## src/rtl/pru_ram.sv

```systemverilog
// Generic single-port-write, single-port-read RAM with registered read.
`timescale 1ns / 1ps

module pru_ram #(
    parameter int WIDTH = 8,
    parameter int DEPTH = 256
) (
    input  logic                                   clk,
    input  logic                                   we,
    input  logic [(DEPTH > 1 ? $clog2(DEPTH) : 1)-1:0] waddr,
    input  logic [WIDTH-1:0]                       wdata,
    input  logic                                   re,
    input  logic [(DEPTH > 1 ? $clog2(DEPTH) : 1)-1:0] raddr,
    output logic [WIDTH-1:0]                       rdata
);

    logic [WIDTH-1:0] mem [DEPTH];

    always_ff @(posedge clk)
    begin
        if (we)
        begin
            mem[waddr] <= wdata;
        end
        if (re)
        begin
            rdata <= mem[raddr];
        end
    end

endmodule

```

## config.mk

```make
export PLATFORM = sky130hd
export DESIGN_NAME = pru_ram
export DESIGN_NICKNAME = d
export VERILOG_FILES = /design/src/rtl/pru_ram.sv
export SDC_FILE = /design/constraint.sdc
export NUM_CORES = 2
export LEC_CHECK = 0
export BUFFER_PORTS_ARGS = -buffer_cell sky130_fd_sc_hd__buf_4
export CAP_MARGIN = 30
export CORE_MARGIN = 2
export CORE_UTILIZATION = 45
export DETAILED_ROUTE_END_ITERATION = 6
export GPL_ROUTABILITY_DRIVEN = 0
export PLACE_DENSITY = 0.64
export SLEW_MARGIN = 20
export SYNTH_ARGS = -nofsm -noshare
export SYNTH_HDL_FRONTEND = slang
export SYNTH_SLANG_ARGS = --single-unit
export TNS_END_PERCENT = 50
```

## constraint.sdc

```tcl
create_clock -name clk -period 2.45 [get_ports clk]
set_input_delay 0.49 -clock clk [delete_from_list [all_inputs] [get_ports clk]]
set_output_delay 0.49 -clock clk [all_outputs]
set_load 0.01 [all_outputs]
```

==> impl_results.md <==
- Post-Synthesis Net Count: roughly 3800
- RSZ-0062 raised after global routing: yes
- Final Hold Vio Count: 0
- Async S/R FF share, synth: 0
- Most frequent cell after synthesis: edfxtp_1
- Cells after Synth: around 3700
- Most used DFF post-synth: edfxtp_1
- Starting DRT DRC Count: roughly 5200
- DRT antenna net count: 0
- HP Start: wdata[1]
- Crit path capture type: register
- CTS tree: built
- Sink Count: 2056
- Max-cap check violation count: 0
- H-tree depth: 4
- Static leakage: approximately 31 nW
- Syn_area_per_cell: 21.33 um^2
- Die Y: 424.7 um
- Worst-path clk slew: approximately 0.06 ns
- CP Data Required Time: slightly above 3 ns
- Yosys warning total: 0
- Peak supply drop: between 0.8 and 0.9 mV
- Max Root-Sink Buffers: 3
- Pre-antenna DRT Iters: 5
- Vias in the first global route: just over 40000
- Share of the yosys chip area belonging to registers: 0.7753
- Initial antenna violation count: 3
- Top post-synthesis cells by count: 2056 x edfxtp_1, 454 x mux4_2, 282 x nor2_1
- Clock Latency Late Sink: 0.85 ns
- GR Overflow Total: 0
- Root buffer cell: clkbuf_16
- Synth Register Bits: approximately 2000
- Non-filler cells in the finished layout: roughly 7000
- Placed insts: 6611
- Syn Std Cell Area: 79640 um^2
- Share of cells above drive strength 1: 0.3422
- Residual DRC: 0
- Dominant cell type by area after synthesis: edfxtp_1
- Share of the synthesized area in the top cell type: 0.7753
- Rel. slew slack: 0.3929
- Synth cell types: 54
- Final setup margin: -0.01626 ns
- Chip Width: 424.7 um
- Via density: approximately 5.9
- Port Buffers: 34
- Skew final: 0.03231 ns
- Pwr Density: roughly 780 nW/um^2
- Slew Limit Fails: 0
- Post-DP HPWL: about 130000 um
- Routed vias: 41240
- Worst Path Max Fanout: 14
- Die ar.: roughly 180000 um^2
- Final core occ: 0.5425
- Post-Route WL: ~200000 um
- Endpoints failing setup: 1
- Worst EP arrival: 3.04 ns
- Reg2reg setup slack: ~0.030 ns
- Std-Cell Rows: between 150 and 200
- Pre-CTS setup slack: -1.385 ns
- Maximum clock rate: about 0.41 GHz
- Core region area: 175900 um^2
- End point of the critical path: rdata[1]$_DFFE_PP_
- Number of flops mapped to enable cells by yosys: just over 2000
- # Post-CTS Setup Buffers: 0
- Worst reg2reg path depth: 6
- Worst-Margin Slew: a little under 0.9 ns
- TritonCTS buffer count: 204
- Period utilization: 1.007
- Initial Util: 0.4527
- Hold Crit Class: in -> reg
- I/O pin cnt: 35
- Failing checks: setup timing
- Period minus WS final: roughly 2.5 ns
- R2R Path End: rdata[2]$_DFFE_PP_
- Largest net degree at the start of global routing: 93
- Status: complete, but fails checks
- WL/cell: approximately 29 um
- Critical path startpoint category: input port
- First-pass GRT wire length: between 200000 and 300000 um
- Crit path from: raddr[0]
- RR Startpoint: mem[80][2]$_DFFE_PP_
- Dominant cells by area after synthesis: edfxtp_1 78%, mux4_2 13%, mux2i_1 1.7%
- Nets@finish: approximately 4500
- Overall power: about 0.074 W
- TNS Setup: -0.01626 ns
- Setup Crit Path Kind: in -> reg
- Overall routing resource usage: 0.2259
- Area Overhead vs Synth: 19.83%
power by group:
part           internal [W]  total (W)  leakage (nW)  switching, W
Clock                0.0178     0.0312          3.27        0.0134
Sequential           0.0388     0.0388          18.5     0.0000534
Combinational       0.00176    0.00423          9.25       0.00247
layout make-up:
cell class,count,area (um^2)
timing repair buffer,775,7119
clock inverter,140,1424
fill,13270,80490
antenna,2,5.005
multi-input combinational,1442,16880
sequential,2056,61740
clock buffer,246,5326
tap,2340,2928
inverter,2,7.507
critical path, cell delays in order:
cell     delay, ns
buf_8         0.15
buf_6         0.21
buf_4         0.20
buf_16        0.20
buf_6         0.18
mux4_2        0.52
a22oi_1       0.21
a21oi_1       0.22
nor4_4        0.53
nor4_2        0.10
kinds of logic (layout without fill, tap and decap cells):
kind of cell           count (synthesis)  count (layout)  synth area share
AOI/OAI and AO/OA                    385             385           0.03416
buffers and inverters                235            1163           0.01829
DFF                                 2056            2056            0.7753
muxes                                591             591            0.1460
other                                  0               2                 0
and+or+nand+nor                      466             466           0.02625
how the worst min path moves through the flow:
stage | end | slack, ns | depth (start not counted)
final | mem[85][1]$_DFFE_PP_ | 0.05 | 1
after global routing | mem[70][1]$_DFFE_PP_ | 0.02 | 1
after CTS | mem[85][1]$_DFFE_PP_ | 0.002 | 1
after detailed placement | rdata[5]$_DFFE_PP_ | 0.86 | 1
after global placement | rdata[5]$_DFFE_PP_ | 0.86 | 1
after floorplan | mem[0][0]$_DFFE_PP_ | 0.59 | 0
stage by stage:
step / hold slack (ns) / area, um^2
CTS: 0.001735 / 95280
global route: 0.01844 / 95430
finish: 0.04541 / 95430
global placement: 0.8617 / 88200
detailed placement: 0.8621 / 88240
floorplan: 0.5889 / 79860
registers in the layout (all words and copies together) (netlist names):
signal	flops
mem	2048
rdata	8
repair_timing:
action,in CTS,in global routing
setup endpoints to repair,8,8
pin swaps,8,9
gates cloned,1,0
hold buffers,3,0
resized for setup,37,30
hold endpoints to repair,47,0
per-layer routing:
| metal | wire length (um) | GRT usage |
|---|---|---|
| met1 | 82950 | 0.3169 |
| met2 | 98460 | 0.3629 |
| met3 | 15310 | 0.03966 |
| met4 | 6000 | 0.07070 |
| met5 | 0 | 0 |
cells in the final DEF, fill, tap and decap left out, drive strengths merged, types with 3 or more instances in the layout:
master and n:
and2 6, nor2b 31, nand2b 8, o32ai 5, a21oi 96, nand3 34
edfxtp 2056, o221ai 47, inv 7, o21ai 12, o22a 5, mux2i 134
clkbuf 247, nor2 282, nor3 22, clkinvlp 10, buf 770, nor4 27
a22oi 133, a211oi 16, dlygate4sd3 3, a221oi 14, bufinv 21, a22o 8
nand2 33, nand4 10, a2111oi 5, mux4 456, o211ai 10, o22ai 28
or2 4, clkinv 104
Note: power is estimated with default switching activity, not from simulation.
