## src/rtl/pru_pkg.sv

```systemverilog
// Shared types and constants for the PNG row unfilter.
`timescale 1ns / 1ps

package pru_pkg;

    localparam int MAX_ROW_BYTES   = 8192;
    localparam int MAX_PIXEL_BYTES = 8;

    localparam int COL_W  = (MAX_ROW_BYTES > 1) ? $clog2(MAX_ROW_BYTES) : 1;
    localparam int LEN_W  = $clog2(MAX_ROW_BYTES + 1);
    localparam int SLOT_W = (MAX_PIXEL_BYTES > 1) ? $clog2(MAX_PIXEL_BYTES) : 1;
    localparam int BPP_W  = $clog2(MAX_PIXEL_BYTES + 1);

    localparam int ROW_BYTES_W = 14;
    localparam int BPP_REG_W   = 4;
    localparam int HEIGHT_W    = 15;

    localparam int DATA_W = 32;
    localparam int ADDR_W = 4;

    // Register indexes (byte address / 4)
    localparam logic [1:0] REG_ROW_BYTES = 2'd0;
    localparam logic [1:0] REG_BPP       = 2'd1;
    localparam logic [1:0] REG_HEIGHT    = 2'd2;

    typedef enum logic [2:0] {
        FILT_NONE  = 3'd0,
        FILT_SUB   = 3'd1,
        FILT_UP    = 3'd2,
        FILT_AVG   = 3'd3,
        FILT_PAETH = 3'd4
    } filt_t;

    typedef enum logic [1:0] {
        OP_CLEAR = 2'd0,
        OP_DATA  = 2'd1,
        OP_ERROR = 2'd2
    } op_kind_t;

    // Effective register values after clamping
    typedef struct packed {
        logic [LEN_W-1:0]    len;
        logic [BPP_W-1:0]    bpp;
        logic [HEIGHT_W-1:0] height;
    } cfg_t;

    // One item handed from the front end to the reconstruction stage
    typedef struct packed {
        op_kind_t          kind;
        filt_t             filt;
        logic [COL_W-1:0]  col;
        logic [SLOT_W-1:0] slot;
        logic              first_row;
        logic [7:0]        byte_in;
        logic              row_end;
        logic              image_end;
    } op_t;

endpackage

```

## src/rtl/pru_front.sv

```systemverilog
// Row and column tracking, filter-type decode and line-buffer read issue.
`timescale 1ns / 1ps

module pru_front (
    input  logic                      clk,
    input  logic                      rst_n,
    input  pru_pkg::cfg_t             cfg,
    input  logic                      in_valid,
    input  logic [7:0]                data_byte,
    input  logic                      can_take,
    output logic                      in_ready,
    output logic                      op_valid,
    output pru_pkg::op_t              op,
    output logic                      rd_en,
    output logic [pru_pkg::COL_W-1:0] rd_addr
);

    logic                                awaiting_reg, awaiting_next;
    logic                                halted_reg, halted_next;
    logic [pru_pkg::HEIGHT_W-1:0]        row_count_reg, row_count_next;
    logic [pru_pkg::COL_W-1:0]           col_reg, col_next;
    // slot_reg[k-1] holds the column modulo k, so a new pixel size applies at once
    logic [pru_pkg::SLOT_W-1:0]          slot_reg [pru_pkg::MAX_PIXEL_BYTES];
    logic [pru_pkg::SLOT_W-1:0]          slot_next [pru_pkg::MAX_PIXEL_BYTES];
    pru_pkg::filt_t                      filt_reg, filt_next;

    logic                                accept;
    logic                                active;
    logic                                at_end;
    logic [pru_pkg::HEIGHT_W-1:0]        row_inc;
    logic [pru_pkg::SLOT_W-1:0]          slot_sel;

    assign in_ready = can_take;
    assign accept   = in_valid && can_take;
    assign active   = !halted_reg && (row_count_reg < cfg.height);
    assign at_end   = (pru_pkg::LEN_W'(col_reg) + pru_pkg::LEN_W'(1)) >= cfg.len;
    assign row_inc  = row_count_reg + pru_pkg::HEIGHT_W'(1);
    assign slot_sel = pru_pkg::SLOT_W'(cfg.bpp - pru_pkg::BPP_W'(1));

    assign rd_addr = col_reg;

    always_comb
    begin
        awaiting_next  = awaiting_reg;
        halted_next    = halted_reg;
        row_count_next = row_count_reg;
        col_next       = col_reg;
        for (int i = 0; i < pru_pkg::MAX_PIXEL_BYTES; i++)
        begin
            slot_next[i] = slot_reg[i];
        end
        filt_next      = filt_reg;
        op_valid       = 1'b0;
        rd_en          = 1'b0;

        op.kind      = pru_pkg::OP_DATA;
        op.filt      = filt_reg;
        op.col       = col_reg;
        op.slot      = slot_reg[slot_sel];
        op.first_row = (row_count_reg == '0);
        op.byte_in   = data_byte;
        op.row_end   = at_end;
        op.image_end = at_end && (row_inc >= cfg.height);

        if (accept && active)
        begin
            op_valid = 1'b1;
            if (awaiting_reg)
            begin
                if (data_byte > 8'(pru_pkg::FILT_PAETH))
                begin
                    // unknown type: report once and stop
                    op.kind     = pru_pkg::OP_ERROR;
                    halted_next = 1'b1;
                end
                else
                begin
                    op.kind       = pru_pkg::OP_CLEAR;
                    filt_next     = pru_pkg::filt_t'(data_byte[2:0]);
                    awaiting_next = 1'b0;
                    col_next      = '0;
                    for (int i = 0; i < pru_pkg::MAX_PIXEL_BYTES; i++)
                    begin
                        slot_next[i] = '0;
                    end
                end
            end
            else
            begin
                rd_en = 1'b1;
                if (at_end)
                begin
                    row_count_next = row_inc;
                    awaiting_next  = 1'b1;
                    col_next       = '0;
                    for (int i = 0; i < pru_pkg::MAX_PIXEL_BYTES; i++)
                    begin
                        slot_next[i] = '0;
                    end
                end
                else
                begin
                    col_next = col_reg + pru_pkg::COL_W'(1);
                    for (int i = 0; i < pru_pkg::MAX_PIXEL_BYTES; i++)
                    begin
                        slot_next[i] = (slot_reg[i] == pru_pkg::SLOT_W'(i)) ?
                                       '0 : slot_reg[i] + pru_pkg::SLOT_W'(1);
                    end
                end
            end
        end
    end

    always_ff @(posedge clk or negedge rst_n)
    begin
        if (!rst_n)
        begin
            awaiting_reg  <= 1'b1;
            halted_reg    <= 1'b0;
            row_count_reg <= '0;
            col_reg       <= '0;
            for (int i = 0; i < pru_pkg::MAX_PIXEL_BYTES; i++)
            begin
                slot_reg[i] <= '0;
            end
            filt_reg      <= pru_pkg::FILT_NONE;
        end
        else
        begin
            awaiting_reg  <= awaiting_next;
            halted_reg    <= halted_next;
            row_count_reg <= row_count_next;
            col_reg       <= col_next;
            for (int i = 0; i < pru_pkg::MAX_PIXEL_BYTES; i++)
            begin
                slot_reg[i] <= slot_next[i];
            end
            filt_reg      <= filt_next;
        end
    end

endmodule

```

## config.mk

```make
export PLATFORM = sky130hd
export DESIGN_NAME = pru_front
export DESIGN_NICKNAME = d
export VERILOG_FILES = /design/src/rtl/pru_pkg.sv /design/src/rtl/pru_front.sv
export SDC_FILE = /design/constraint.sdc
export NUM_CORES = 1
export LEC_CHECK = 0
export BUFFER_PORTS_ARGS = -buffer_cell sky130_fd_sc_hd__buf_2
export CORE_MARGIN = 5
export CORE_UTILIZATION = 50
export DETAILED_ROUTE_END_ITERATION = 8
export PLACE_DENSITY = 0.71
export SETUP_SLACK_MARGIN = 0.02
export SYNTH_ARGS = -nofsm -noshare
export SYNTH_HDL_FRONTEND = slang
export SYNTH_SLANG_ARGS = --single-unit
export TNS_END_PERCENT = 1
```

## constraint.sdc

```tcl
create_clock -name clk -period 7.8 [get_ports clk]
set_input_delay 0.39 -clock clk [delete_from_list [all_inputs] [get_ports clk]]
set_output_delay 0.39 -clock clk [all_outputs]
set_load 0.005 [all_outputs]
```

==> results.yml <==
timing:
  hold_viol: 0
  finalSetupViolations: 0
  finalClockSkew_ns: 0.008236
  fmax_mhz: 244.4
  drv_slew: 0
  period_minus_slack_ns: 4.092
  rsz0062_at_grt: "no"
  tightest_slew_ns: 0.7328
  relSlewSlack_pct: 51.14
  period_share_pct: 52.46
  setup_tns_ns: 0
clocking:
  clkSinkCount: 57
  numCtsBuffers: 9
  cts_setup_buffers: 0
  cts_tree: "built"
  ctsResizeCount: 0
  path_clk_slew_ns: 0.07
  clk_latency_ns: 0.34
  root_buffer: "clkbuf_8"
  clock_path_buffers: 2
  htree_levels: 3
  cts_hold_buf: 0
setup_path:
  critical_path_buf_inv_count: 0
  crit_chain: "nand3_1 -> nor2_1 -> nand3_1 -> nor2_1 -> xor2_1 -> ha_1 -> a21o_1 -> a21o_1 -> a32o_1 -> or4b_4 -> nor2_4 -> a22o_1"
  slowest_delay_ns: 0.63
  crit_required_ns: 8.07
  path_class: "reg2reg"
  rr_startpoint: "rd_addr[0]"
  cp_slowest_cell: "or4b_4"
  rr_worst_depth: 12
  critPathTopFamily: "simple AND/OR/NAND/NOR gates"
  r2r_end: "slot_reg[21]"
  r2r_slack_ns: 3.71
  start_kind: "register"
  worstPathArrival_ns: 4.36
  path_max_fanout: 29
  worstSetupEndpointType: "register"
global_routing:
  antenna_found_initial: 0
  grt_overflow: 0
  grt_pass1_vias: 3756
  grt_use_total_pct: 19.16
  grt_pass1_wl_um: 17620
  grt_max_degree: 58
finish:
  final_common_cell: "buf_2"
  largest_reg_flops: 24
  postLayoutCoreUtil_pct: 58.06
  antenna_cells: 0
  layout_common_cells: "buf_2 (91), dfrtp_1 (56), ha_1 (55)"
  fillers: 794
  area.growth.synth_to_final_pct: 12.98
  drive_above_1_share_pct: 25.79
  nets: 630
drt:
  wl_met2_um: 4856
  viasPerCell: 5.561
  highest_layer: "met4"
  dr_total_vias: 3576
  final_antenna_net_count: 0
  drt_first_pass_iters: 4
  wl_per_cell_um: 15.82
  wl_met1_um: 4691
  met3_length_um: 448
  drt_iter0_drc: 176
  postRouteWirelength_um: 10170
  drcViolationCount: 0
die:
  start_util_pct: 51.39
  die_w_um: 104.7
  row_count: 34
  core_mm2: 0.008721
  die-height_um: 104.7
  ioPinCount: 93
  die-area_mm2: 0.01096
job:
  cap_violations: 0
logic_synthesis:
  postSynthCellCount: 461
  synth.avg_cell_area_um2: 9.722
  synth.cell_area_mm2: 0.004482
  yosys_warnings: 0
  yosysUniqueCellTypes: 53
  syn_nets: 561
  ys_ff_latch: 57
  ys_seq_area_share_pct: 31.85
placed_design:
  port_buffers: 91
  place_congestion: 0.8746
  dp_hpwl_um: 7578
power:
  ir_worst_vdd_mv: 0.1480
  p_total_w: 0.001084
  p_leak_nw: 2.814
  powerDensity_mw_per_mm2: 214.1
worst_hold_path:
  min_path_type: "in2async"
outcome:
  outcome: "completed"
worst reg2reg max path, stage by stage (launching register included):
cell,delay (ns)
dfrtp_1,0.48
nand3_1,0.14
nor2_1,0.33
nand3_1,0.26
nor2_1,0.19
xor2_1,0.24
ha_1,0.29
a21o_1,0.19
a21o_1,0.17
a32o_1,0.23
or4b_4,0.63
nor2_4,0.59
a22o_1,0.29
power breakdown:
| group | internal [W] | total (W) | leakage, nW | switching [W] |
|---|---|---|---|---|
| logic | 0.000177 | 0.000339 | 1.96 | 0.000162 |
| registers | 0.000360 | 0.000454 | 0.745 | 0.0000938 |
| clock network | 0.000174 | 0.000292 | 0.107 | 0.000118 |
| total | 0.000710 | 0.00108 | 2.81 | 0.000374 |
per-stage QoR:
stage          hold WS (ns)  std cells  setup WS (ns)  area [um2]
2_1_floorplan       0.09441        461          4.629        4482
3_3_place_gp         0.4881        627          3.820        4856
3_5_place_dp         0.4935        627          3.752        4856
4_1_cts              0.2220        643          3.702        5064
5_1_grt              0.2526        643          3.420        5064
6_report             0.1845        643          3.708        5064
cell usage after synthesis (all sizes together):
| cell type | number | area [um2] |
|---|---|---|
| a211o | 1 | 8.760 |
| a211oi | 2 | 15.01 |
| a21o | 7 | 52.55 |
| a21oi | 16 | 80.08 |
| a221o | 1 | 10.01 |
| a22o | 26 | 227.7 |
| a2bb2oi | 2 | 17.52 |
| a31o | 3 | 26.28 |
| a31oi | 1 | 6.260 |
| a32o | 3 | 30.03 |
| and3 | 7 | 43.79 |
| buf | 30 | 222.7 |
| clkbuf | 6 | 22.52 |
| dfrtp | 56 | 1401 |
| dfstp | 1 | 26.28 |
| ha | 55 | 688.2 |
| inv | 42 | 157.7 |
| mux2 | 7 | 78.82 |
| mux4 | 6 | 135.1 |
| nand2 | 36 | 137.6 |
| nand2b | 2 | 12.51 |
| nand3 | 18 | 105.1 |
| nand3b | 2 | 15.01 |
| nand4 | 6 | 37.54 |
| nor2 | 23 | 101.4 |
| nor2b | 5 | 31.28 |
| nor3 | 5 | 30.03 |
| nor3b | 2 | 15.01 |
| nor4 | 11 | 98.84 |
| nor4b | 7 | 61.31 |
| nor4bb | 1 | 10.01 |
| o211ai | 2 | 15.01 |
| o21a | 1 | 7.510 |
| o21ai | 8 | 40.04 |
| o21bai | 7 | 52.55 |
| o311ai | 1 | 16.27 |
| o31ai | 6 | 45.04 |
| or2 | 2 | 12.52 |
| or3 | 3 | 23.77 |
| or4 | 1 | 7.510 |
| or4b | 1 | 13.76 |
| xnor2 | 15 | 131.4 |
| xor2 | 24 | 210.2 |
final cells by class:
class | count | area (um2) | share of cell area [%]
clock buffer | 14 | 172.7 | 3.410
multi-input combinational | 326 | 2658 | 52.48
tap | 108 | 135.1 | 2.669
clock inverter | 2 | 35.03 | 0.6919
inverter | 42 | 157.7 | 3.113
timing repair buffer | 94 | 478.0 | 9.439
sequential | 57 | 1428 | 28.19
routing by layer:
metal	vias to the layer above	GRT usage, %
met1	1706	25.72
met3	16	3.699
met5	-	0
met4	0	6.941
li1	1768	-
met2	86	30.86
worst max-delay path by stage:
stage / from / to / slack (ns) / cells past startpoint
after floorplan: rd_addr[0] / slot_reg[7] / 4.63 / 13
after global placement: rd_addr[0] / slot_reg[17] / 3.82 / 12
after detailed placement: rd_addr[0] / slot_reg[17] / 3.75 / 12
after CTS: rd_addr[0] / slot_reg[21] / 3.70 / 12
after global routing: rd_addr[0] / slot_reg[21] / 3.42 / 12
final: rd_addr[0] / slot_reg[21] / 3.71 / 12
cell families after synthesis:
logic type	share of synthesized area, %
xor+xnor	7.621
fa+ha+maj	15.35
buf+inv	8.989
flops	31.85
mux	4.774
compound gates	14.52
simple gates	16.89
Power figures use the tool's default switching activity.
