[config.mk]
export PLATFORM = sky130hd
export DESIGN_NAME = pru_recon
export DESIGN_NICKNAME = d
export VERILOG_FILES = /design/src/rtl/pru_pkg.sv /design/src/rtl/pru_recon.sv
export SDC_FILE = /design/constraint.sdc
export NUM_CORES = 1
export LEC_CHECK = 0
export ABC_AREA = 1
export BUFFER_PORTS_ARGS = -buffer_cell sky130_fd_sc_hd__buf_2
export CORE_MARGIN = 3
export CORE_UTILIZATION = 61
export CTS_CLUSTER_SIZE = 8
export DETAILED_ROUTE_END_ITERATION = 6
export PLACE_DENSITY = 0.81
export SKIP_CTS_REPAIR_TIMING = 1
export SLEW_MARGIN = 20
export SYNTH_ARGS = -nofsm -noshare
export SYNTH_HDL_FRONTEND = slang
export SYNTH_SLANG_ARGS = --single-unit
[constraint.sdc]
create_clock -name clk -period 17.8 [get_ports clk]
set_input_delay 0.89 -clock clk [delete_from_list [all_inputs] [get_ports clk]]
set_output_delay 0.89 -clock clk [all_outputs]
set_load 0.01 [all_outputs]
[src/rtl/pru_pkg.sv]
// Shared types and constants for the PNG row unfilter.
`timescale 1ns / 1ps

package pru_pkg;

    localparam int MAX_ROW_BYTES   = 8192;
    localparam int MAX_PIXEL_BYTES = 8;

    localparam int COL_W  = (MAX_ROW_BYTES > 1) ? $clog2(MAX_ROW_BYTES) : 1;
    localparam int LEN_W  = $clog2(MAX_ROW_BYTES + 1);
    localparam int SLOT_W = (MAX_PIXEL_BYTES > 1) ? $clog2(MAX_PIXEL_BYTES) : 1;
    localparam int BPP_W  = $clog2(MAX_PIXEL_BYTES + 1);

    localparam int ROW_BYTES_W = 14;
    localparam int BPP_REG_W   = 4;
    localparam int HEIGHT_W    = 15;

    localparam int DATA_W = 32;
    localparam int ADDR_W = 4;

    // Register indexes (byte address / 4)
    localparam logic [1:0] REG_ROW_BYTES = 2'd0;
    localparam logic [1:0] REG_BPP       = 2'd1;
    localparam logic [1:0] REG_HEIGHT    = 2'd2;

    typedef enum logic [2:0] {
        FILT_NONE  = 3'd0,
        FILT_SUB   = 3'd1,
        FILT_UP    = 3'd2,
        FILT_AVG   = 3'd3,
        FILT_PAETH = 3'd4
    } filt_t;

    typedef enum logic [1:0] {
        OP_CLEAR = 2'd0,
        OP_DATA  = 2'd1,
        OP_ERROR = 2'd2
    } op_kind_t;

    // Effective register values after clamping
    typedef struct packed {
        logic [LEN_W-1:0]    len;
        logic [BPP_W-1:0]    bpp;
        logic [HEIGHT_W-1:0] height;
    } cfg_t;

    // One item handed from the front end to the reconstruction stage
    typedef struct packed {
        op_kind_t          kind;
        filt_t             filt;
        logic [COL_W-1:0]  col;
        logic [SLOT_W-1:0] slot;
        logic              first_row;
        logic [7:0]        byte_in;
        logic              row_end;
        logic              image_end;
    } op_t;

endpackage

[src/rtl/pru_recon.sv]
// Prediction, byte reconstruction, pixel history and the output register.
`timescale 1ns / 1ps

module pru_recon (
    input  logic                      clk,
    input  logic                      rst_n,
    input  logic                      op_valid,
    input  pru_pkg::op_t              op,
    input  logic [7:0]                above_byte,
    output logic                      can_take,
    output logic                      wr_en,
    output logic [pru_pkg::COL_W-1:0] wr_addr,
    output logic [7:0]                wr_data,
    output logic                      out_valid,
    input  logic                      out_ready,
    output logic [7:0]                pixel_byte,
    output logic                      row_end,
    output logic                      image_end,
    output logic                      bad_filter
);

    logic                 s1_valid_reg, s1_valid_next;
    pru_pkg::op_t         s1_op_reg;
    logic [7:0]           left_reg [pru_pkg::MAX_PIXEL_BYTES];
    logic [7:0]           upleft_reg [pru_pkg::MAX_PIXEL_BYTES];
    logic                 out_valid_reg, out_valid_next;
    logic [7:0]           pixel_reg;
    logic                 row_end_reg, image_end_reg, bad_filter_reg;

    logic                 s1_emits, s1_adv;
    logic [7:0]           a, b, c, pred, val;
    logic [8:0]           sum_ab;
    logic [9:0]           p_a, p_b, p_c;
    logic [9:0]           dist_a, dist_b, dist_c;

    assign s1_emits = (s1_op_reg.kind != pru_pkg::OP_CLEAR);
    assign s1_adv   = s1_valid_reg && (!s1_emits || !out_valid_reg || out_ready);
    assign can_take = !s1_valid_reg || s1_adv;

    assign a = left_reg[s1_op_reg.slot];
    assign c = upleft_reg[s1_op_reg.slot];
    assign b = s1_op_reg.first_row ? 8'd0 : above_byte;

    // Paeth distances: |b-c|, |a-c|, |a+b-2c|
    assign sum_ab = {1'b0, a} + {1'b0, b};
    assign p_a    = {2'b00, b} - {2'b00, c};
    assign p_b    = {2'b00, a} - {2'b00, c};
    assign p_c    = {1'b0, sum_ab} - {1'b0, c, 1'b0};
    assign dist_a = p_a[9] ? -p_a : p_a;
    assign dist_b = p_b[9] ? -p_b : p_b;
    assign dist_c = p_c[9] ? -p_c : p_c;

    always_comb
    begin
        case (s1_op_reg.filt)
            pru_pkg::FILT_SUB:   pred = a;
            pru_pkg::FILT_UP:    pred = b;
            pru_pkg::FILT_AVG:   pred = sum_ab[8:1];
            pru_pkg::FILT_PAETH:
            begin
                if (dist_a <= dist_b && dist_a <= dist_c)
                begin
                    pred = a;
                end
                else if (dist_b <= dist_c)
                begin
                    pred = b;
                end
                else
                begin
                    pred = c;
                end
            end
            default:             pred = 8'd0;
        endcase
    end

    assign val = s1_op_reg.byte_in + pred;

    assign wr_en   = s1_adv && (s1_op_reg.kind == pru_pkg::OP_DATA);
    assign wr_addr = s1_op_reg.col;
    assign wr_data = val;

    always_comb
    begin
        s1_valid_next = s1_valid_reg;
        if (can_take)
        begin
            s1_valid_next = op_valid;
        end
        out_valid_next = out_valid_reg;
        if (s1_adv && s1_emits)
        begin
            out_valid_next = 1'b1;
        end
        else if (out_ready)
        begin
            out_valid_next = 1'b0;
        end
    end

    always_ff @(posedge clk or negedge rst_n)
    begin
        if (!rst_n)
        begin
            s1_valid_reg  <= 1'b0;
            out_valid_reg <= 1'b0;
        end
        else
        begin
            s1_valid_reg  <= s1_valid_next;
            out_valid_reg <= out_valid_next;
        end
    end

    always_ff @(posedge clk)
    begin
        if (can_take && op_valid)
        begin
            s1_op_reg <= op;
        end
        if (s1_adv && s1_emits)
        begin
            pixel_reg      <= (s1_op_reg.kind == pru_pkg::OP_DATA) ? val : 8'd0;
            row_end_reg    <= (s1_op_reg.kind == pru_pkg::OP_DATA) && s1_op_reg.row_end;
            image_end_reg  <= (s1_op_reg.kind == pru_pkg::OP_DATA) && s1_op_reg.image_end;
            bad_filter_reg <= (s1_op_reg.kind == pru_pkg::OP_ERROR);
        end
    end

    // Pixel history: cleared at each row start
    always_ff @(posedge clk or negedge rst_n)
    begin
        if (!rst_n)
        begin
            for (int i = 0; i < pru_pkg::MAX_PIXEL_BYTES; i++)
            begin
                left_reg[i]   <= 8'd0;
                upleft_reg[i] <= 8'd0;
            end
        end
        else if (s1_adv)
        begin
            if (s1_op_reg.kind == pru_pkg::OP_CLEAR)
            begin
                for (int i = 0; i < pru_pkg::MAX_PIXEL_BYTES; i++)
                begin
                    left_reg[i]   <= 8'd0;
                    upleft_reg[i] <= 8'd0;
                end
            end
            else if (s1_op_reg.kind == pru_pkg::OP_DATA)
            begin
                left_reg[s1_op_reg.slot]   <= val;
                upleft_reg[s1_op_reg.slot] <= b;
            end
        end
    end

    assign out_valid  = out_valid_reg;
    assign pixel_byte = pixel_reg;
    assign row_end    = row_end_reg;
    assign image_end  = image_end_reg;
    assign bad_filter = bad_filter_reg;

endmodule

==> flow_metrics.tcl, run 1 <==
set metrics [dict create \
    io_buffers 78 \
    cp.arrival_ps 9200 \
    grt_pass1_wl_um 47610 \
    setup_ws_ps 7707 \
    crit_fanout 14 \
    synth.top_cells.by_area "dfrtp_1 30%, edfxtp_1 12%, nand2_1 9.3%, ha_1 8.4%, inv_1 7.9%" \
    ys_ff_latch 173 \
    htreeDepth 4 \
    grt.met1_usage_pct 42.16 \
    cts_tree "done" \
    p_leak_nw 5.779 \
    worstSetupStartpointType "register" \
    start_util_pct 63.37 \
    drive_gt1_share_pct 10.56 \
    dr_total_vias 9625 \
    yosysWarnings 0 \
    tightest_slew_ps 990.7 \
    slew_headroom_pct 33.96 \
    grt_max_degree 74 \
    diodes 0 \
    crit_top_cell "nand2_1" \
    max_freq_ghz 0.09908 \
    pwr-share-clk_pct 23.0 \
    p_switching_uw 699.8 \
    die_x_um 138.4 \
    first_global_vias 9277 \
    fp.coreArea_sq_um 16880 \
    pre_cts_slack_ps 8416 \
    post-route-drc-count 0 \
    fin_crit_sh_pct 56.70 \
    antenna_left 0 \
    comb_power_share_pct 48.4 \
    synth_area_per_cell_sq_um 8.109 \
    dieArea_sq_um 19160 \
    busiest_layer "met2" \
    nFillCells 1324 \
    finClkSkew_ps 12.50 \
    p_seq_share_pct 28.6 \
    use_met2_pct 48.90 \
    r2r_slack_ps 8880 \
    yosysTopAreaCell "dfrtp_1" \
    status "complete, no violations" \
    cap_violations 0 \
    required_ps 16910 \
    endpoint_kind "output pin" \
    clockRootBuffer "clkbuf_16" \
    critical_path.max_stage_delay_ps 630 \
    finalHoldViolations 0 \
    worstSkewPairLatency_ps 440 \
    power_mw 1.610 \
    syn_area_sq_um 10700 \
    die_h_um 138.4 \
    ir_worst_vdd_v 0.0001061 \
    rows 47 \
    final_util_pct 69.64 \
    hpwlAfterDp_um 21560 \
    antenna_found_initial 0 \
    mostFrequentLayoutCells "266 x nand2_1, 224 x inv_1, 130 x dfrtp_1" \
    drtIter0Drc 1089 \
    cts.clk_slew.worst_paths_ps 70 \
    drv_slew 0 \
    io-pin-count 79 \
    synth_cells 1319 \
    p_int_uw 910.6 \
    clk_path_buf_depth 2 \
    track_usage_pct 30.58 \
    final-setup-viol-count 0 \
    hold_class "reg -> reg" \
    firstDrtPassIters 6 \
    crit_type "reg -> out" \
    powerDensity_nw_per_um2 137.0 \
    swShare_pct 43.45 \
    routed_wl_um 29710 \
    finalSetupTns_ps 0 \
    gp_congestion 0.9361 \
    cpMaxStageDelayCell "edfxtp_1" \
    yosysSeqAreaShare_pct 42.49 \
    nets 1500 \
    synth.distinct_cells 45 \
    rsz0062_at_grt "no" \
    cts.sink_count 173 \
    synth_enable_flop_cells 43 \
    overflow 0 \
    cts-buffers-inserted 17 \
    async_reset_ff_share_pct 75.14 \
    synth_top_area_share_pct 30.42 \
    use_met3_pct 6.043 \
    area_growth_pct 9.897 \
    layout_commonest_cell "nand2_1" \
    synth_flop_cell "dfrtp_1" \
    routedWlPerCell_um 18.43 \
    fin_crit_ps 10090 \
    routed_via_density 5.971 \
]
==> per-layer routing <==
metal  routed length, um  up-vias
met5                   0        -
met4                1129        0
met3                2574       97
met2               13650      532
met1               12360     4498
li1                    -     4498
==> cells in the mapped netlist (22+ instances only) <==
cell,n
nand2_1,266
xor2_1,27
ha_1,72
dfrtp_1,130
a21oi_1,52
nor2_1,71
edfxtp_1,43
o22ai_1,75
o21ai_0,76
nand3_1,108
inv_1,224
buf_2,22
==> layout make-up <==
type,instances,area (sq um),area share (%)
Clock buffer,18,450.4,3.832
Clock inverter,14,147.6,1.256
Inverter,234,878.3,7.473
Multi-Input combinational cell,871,5035,42.84
Sequential cell,173,4544,38.66
Tap cell,220,275.3,2.342
Timing Repair Buffer,82,422.9,3.598
==> per-stage QoR <==
stage / hold WS [ps] / cells / instance area, sq um
after floorplan: 449.5 / 1321 / 10700
after global placement: 463.3 / 1580 / 11160
after detailed placement: 466.8 / 1580 / 11160
after CTS: 485.6 / 1612 / 11750
after global routing: 503.1 / 1612 / 11750
final: 486.0 / 1612 / 11750
==> kinds of logic after synthesis <==
logic type | Yosys count | synth area share (%)
AOI/OAI and AO/OA | 258 | 14.38
xor gates and xnor gates | 37 | 3.030
adders and majority gates | 77 | 9.359
buffers and inverters | 277 | 10.54
DFF | 173 | 42.49
other | 2 | 0.07022
and+or+nand+nor | 495 | 20.13
==> final timing paths <==
path,depth (start not counted),from,to
min in group asynchronous,1,rst_n,left_reg[53]$_DFFE_PN0P_
worst min-delay path,2,upleft_reg[25]$_DFFE_PN0P_,upleft_reg[25]$_DFFE_PN0P_
worst max-delay path,42,s1_op_reg[11]$_DFFE_PP_,wr_data[6]
worst max register to register,41,s1_op_reg[11]$_DFFE_PP_,pixel_byte[6]$_SDFFCE_PN0P_
worst min register to register,2,upleft_reg[25]$_DFFE_PN0P_,upleft_reg[25]$_DFFE_PN0P_
max in group asynchronous,2,rst_n,upleft_reg[16]$_DFFE_PN0P_
==> critical path: cells and delay by family (launching register included) <==
family / cells / cell delay, ps
compound gates: 10 / 2000
xor+xnor: 2 / 400
fa+ha+maj: 6 / 1880
buf+inv: 6 / 1190
flops: 1 / 630
simple gates: 18 / 2660
==> power groups by stage <==
stage | combinational (mW) | sequential, mW | clock (mW)
2_1_floorplan | 0.585 | 0.463 | 0
3_3_place_gp | 0.741 | 0.465 | 0
3_5_place_dp | 0.764 | 0.466 | 0
4_1_cts | 0.770 | 0.459 | 0.372
5_1_grt | 0.890 | 0.463 | 0.389
6_report | 0.779 | 0.460 | 0.371
No activity file was read; power rests on OpenSTA's default activity.
==> run 2: changes to the inputs <==
==> constraint.sdc (replaced) <==
create_clock -name clk -period 9.8 [get_ports clk]
set_input_delay 0.49 -clock clk [delete_from_list [all_inputs] [get_ports clk]]
set_output_delay 0.49 -clock clk [all_outputs]
set_load 0.01 [all_outputs]
==> run 2 against run 1 <==
Effect of this change: first-iteration DRC count is 5.8% higher; clock power up 81%; non-clock buffer count increased by 9; clock-buffer cell count decreased by 1; register-to-register slack got worse by 7400 ps; combinational power rose by 84%; critical path type unchanged.
==> flow_metrics.tcl, run 2 (same netlist as run 1, synthesis figures left out) <==
set metrics [dict create \
    post-route-drc-count 0 \
    status "complete, no violations" \
    routed_wl_um 29280 \
    routed_via_density 5.868 \
    routedWlPerCell_um 18.06 \
    io-pin-count 79 \
    cts.sink_count 173 \
    layout_commonest_cell "nand2_1" \
    powerDensity_nw_per_um2 248.5 \
    crit_fanout 15 \
    cp.arrival_ps 8620 \
    cap_violations 0 \
    crit_family "compound AO/OA/AOI/OAI gates" \
    cts_tree "done" \
    max_freq_ghz 0.1098 \
    finalSetupTns_ps 0 \
    crit_top_cell "nand2_1" \
    required_ps 9310 \
    nets 1509 \
    mostFrequentLayoutCells "266 x nand2_1, 225 x inv_1, 130 x dfrtp_1" \
    dr_total_vias 9512 \
    die_h_um 138.4 \
    rsz0062_at_grt "no" \
    dieArea_sq_um 19160 \
    track_usage_pct 30.68 \
    fin_crit_sh_pct 92.94 \
    design_area_sq_um 11830 \
    clockRootBuffer "clkbuf_16" \
    endpoint_kind "output pin" \
    drv_slew 0 \
    rows 47 \
    finClkSkew_ps 12.46 \
    overflow 0 \
    ir_worst_vdd_v 0.0002309 \
    io_buffers 78 \
    nFillCells 1323 \
    cts.clk_slew.worst_paths_ps 70 \
    finalHoldViolations 0 \
    start_util_pct 63.37 \
    final_util_pct 70.08 \
    gp_congestion 0.9356 \
    layout.area.seq_sq_um 4544 \
    critical_path.max_stage_delay_ps 620 \
    antenna_found_initial 0 \
    hpwlAfterDp_um 21540 \
    pre_cts_slack_ps 1010 \
    fin_crit_ps 9108 \
    grt_max_degree 75 \
    firstDrtPassIters 5 \
    clk_path_buf_depth 2 \
    multiInputGateArea_sq_um 5054 \
    power_mw 2.940 \
    worstSetupStartpointType "register" \
    hold_class "in -> async" \
    setup_ws_ps 692.3 \
    diodes 0 \
    area_growth_pct 10.59 \
    drive_gt1_share_pct 11.35 \
    die_x_um 138.4 \
    place_area_sq_um 11220 \
    instances_no_fill 1621 \
    antenna_left 0 \
    tightest_slew_ps 1012 \
    cpMaxStageDelayCell "edfxtp_1" \
    worstSkewPairLatency_ps 430 \
    drtIter0Drc 1152 \
    fp.coreArea_sq_um 16880 \
    first_global_vias 9263 \
    grt_pass1_wl_um 47810 \
    dp_cells 1589 \
    slew_headroom_pct 32.52 \
    critPathBufInv 9 \
    crit_type "reg -> out" \
    hold-worst-slack_ps 108.2 \
    cts-buffers-inserted 17 \
    p_leak_nw 5.827 \
    final-setup-viol-count 0 \
    htreeDepth 4 \
]
==> run 2: cell types whose count changed in the layout (fill, tap and decap cells not counted), sizes merged <==
cell	delta
buf	+9
bufinv	+1
clkbuf	-1
clkinv	+2
clkinvlp	-1
inv	-1
==> run 2: routing by layer <==
| layer | track usage, % | vias up | wire (um) |
|---|---|---|---|
| li1 | - | 4513 | - |
| met1 | 42.51 | 4501 | 12370 |
| met2 | 49.54 | 431 | 13780 |
| met3 | 6.043 | 67 | 2332 |
| met4 | 9.048 | 0 | 797 |
| met5 | 0 | - | 0 |
==> run 2: power breakdown <==
group	switching, mW	internal [mW]	total [mW]
logic	0.926	0.508	1.43
clock network	0.311	0.360	0.671
registers	0.0288	0.806	0.835
total	1.27	1.67	2.94
==> run 2: path summary, 6_finish.rpt <==
| kind | start | endpoint | slack (ps) | cells past startpoint |
|---|---|---|---|---|
| max | s1_op_reg[11]$_DFFE_PP_ | wr_data[6] | 690 | 44 |
| min | rst_n | left_reg[44]$_DFFE_PN0P_ | 110 | 1 |
| max reg2reg | s1_op_reg[11]$_DFFE_PP_ | pixel_byte[6]$_SDFFCE_PN0P_ | 1510 | 43 |
| min reg2reg | upleft_reg[27]$_DFFE_PN0P_ | upleft_reg[27]$_DFFE_PN0P_ | 490 | 2 |
| max in group asynchronous | rst_n | upleft_reg[21]$_DFFE_PN0P_ | 8300 | 2 |
| min in group clk | op[21] | wr_addr[7]$_DFFE_PP_ | 230 | 1 |
==> run 2: layout make-up <==
cell class                 instances  area share (%)
multi-input combinational        871           42.73
sequential                       173           38.42
inverter                         234           7.437
timing repair buffer              91           4.147
clock buffer                      17           3.597
tap                              220           2.327
clock inverter                    15           1.343
==> run 2: worst reg2reg max path, delay by kind of cell (launching register included) <==
family | cells | cell delay [ps]
adders and majority gates | 5 | 1570
and+or+nand+nor | 18 | 2320
AOI/OAI and AO/OA | 11 | 2110
buffers and inverters | 7 | 1000
xor gates and xnor gates | 2 | 400
DFF | 1 | 620
==> run 3: changes to the inputs <==
==> constraint.sdc (replaced) <==
create_clock -name clk -period 11 [get_ports clk]
set_input_delay 0.55 -clock clk [delete_from_list [all_inputs] [get_ports clk]]
set_output_delay 0.55 -clock clk [all_outputs]
set_load 0.01 [all_outputs]
==> run 3 against run 2 <==
Effect of this change: total power is 11% lower; global-route usage is 0.093 points lower; wire length hardly changed; largest power group unchanged.
==> flow_metrics.tcl, run 3 (same netlist as run 1, synthesis figures left out) <==
set metrics [dict create \
    status "complete, no violations" \
    layout_commonest_cell "nand2_1" \
    cts_tree "done" \
    io-pin-count 79 \
    rows 47 \
    die_x_um 138.4 \
    finalSetupTns_ps 0 \
    antenna_found_initial 1 \
    powerDensity_nw_per_um2 222.1 \
    p_seq_share_pct 28.6 \
    final_util_pct 69.45 \
    swShare_pct 43.12 \
    fin_crit_ps 9821 \
    crit_type "reg -> out" \
    power_mw 2.604 \
    instances_no_fill 1612 \
    dr_total_vias 9610 \
    grt_pass1_wl_um 47310 \
    gp_congestion 0.9327 \
    reg2reg_to "left_reg[6]$_DFFE_PN0P_" \
    rsz0062_at_grt "no" \
    clockRootBuffer "clkbuf_16" \
    drtIter0Drc 1125 \
    slew_headroom_pct 36.80 \
    hpwlAfterDp_um 21480 \
    endpoint_kind "output pin" \
    start_util_pct 63.37 \
    clk_path_buf_depth 2 \
    p_switching_mw 1.123 \
    io_buffers 78 \
    tightest_slew_ps 948.0 \
    track_usage_pct 30.59 \
    cts.clk_slew.worst_paths_ps 70 \
    die_h_um 138.4 \
    critical_path.max_stage_delay_ps 630 \
    routed_wl_um 29310 \
    reg2regPathDepth 41 \
    worstSetupStartpointType "register" \
    p_int_mw 1.481 \
    comb_power_share_pct 48.9 \
    cts-buffers-inserted 17 \
    pwr-share-clk_pct 22.5 \
    required_ps 10450 \
    max_freq_ghz 0.1018 \
    worstSkewPairLatency_ps 430 \
    post-route-drc-count 0 \
    crit_top_cell "nand2_1" \
    hold_class "in -> async" \
    htreeDepth 4 \
    dieArea_sq_um 19160 \
    mostFrequentLayoutCells "266 x nand2_1, 224 x inv_1, 130 x dfrtp_1" \
    hold-worst-slack_ps 179.7 \
    p_leak_nw 5.773 \
    design_area_sq_um 11720 \
    crit_fanout 15 \
    nets 1500 \
    drv_slew 0 \
    cts.sink_count 173 \
    firstDrtPassIters 7 \
    fp.coreArea_sq_um 16880 \
    fin_crit_sh_pct 89.29 \
    first_global_vias 9349 \
    cpMaxStageDelayCell "edfxtp_1" \
    overflow 0 \
    r2r_slack_ps 2010 \
    routed_via_density 5.962 \
    setup_ws_ps 1179 \
    grt_max_degree 74 \
    pre_cts_slack_ps 1926 \
    antenna_left 0 \
    dp_cells 1580 \
    finalHoldViolations 0 \
    cp.arrival_ps 9270 \
    finClkSkew_ps 9.128 \
    routedWlPerCell_um 18.18 \
    drive_gt1_share_pct 10.42 \
    r2r_start "s1_op_reg[11]$_DFFE_PP_" \
    ir_worst_vdd_v 0.0001689 \
    cap_violations 0 \
    area_growth_pct 9.592 \
    final-setup-viol-count 0 \
    place_area_sq_um 11160 \
]
[run 3: power by group through the flow]
stage / clock [mW] / sequential, mW / combinational, mW
2_1_floorplan: 0 / 0.749 / 0.946
4_1_cts: 0.590 / 0.743 / 1.25
3_3_place_gp: 0 / 0.753 / 1.20
3_5_place_dp: 0 / 0.754 / 1.25
5_1_grt: 0.616 / 0.749 / 1.45
6_report: 0.587 / 0.745 / 1.27
[run 3: per-layer routing]
layer  share of wire [%]  wire length [um]  GRT usage (%)
met4                 4.2              1236          13.05
met3                 9.1              2677          5.974
met2                  45             13260          47.69
met5                   0                 0              0
met1                  41             12130          42.14
[run 3: area by class of cell]
class	count	area (sq um)
fill	1337	5156
multi-input combinational	871	5035
sequential	173	4544
inverter	234	878.3
clock buffer	19	434.2
timing repair buffer	82	422.9
tap	220	275.3
clock inverter	12	128.9
antenna	1	2.502
[run 3: worst max-delay path, delay by kind of cell, from the launching register on]
kind	cells	cell delay (ps)
buffers and inverters	7	1510
adders and majority gates	5	1570
AOI/OAI and AO/OA	10	1870
xor gates and xnor gates	2	430
DFF	1	630
and+or+nand+nor	18	2810
[run 3: worst max-delay path by stage]
stage | start | to | cells past startpoint
after global placement | s1_op_reg[11]$_DFFE_PP_ | wr_data[6] | 42
after floorplan | s1_op_reg[11]$_DFFE_PP_ | wr_data[6] | 44
final | s1_op_reg[11]$_DFFE_PP_ | wr_data[6] | 42
after global routing | s1_op_reg[11]$_DFFE_PP_ | wr_data[6] | 43
after detailed placement | s1_op_reg[11]$_DFFE_PP_ | wr_data[6] | 42
after CTS | s1_op_reg[11]$_DFFE_PP_ | wr_data[6] | 42
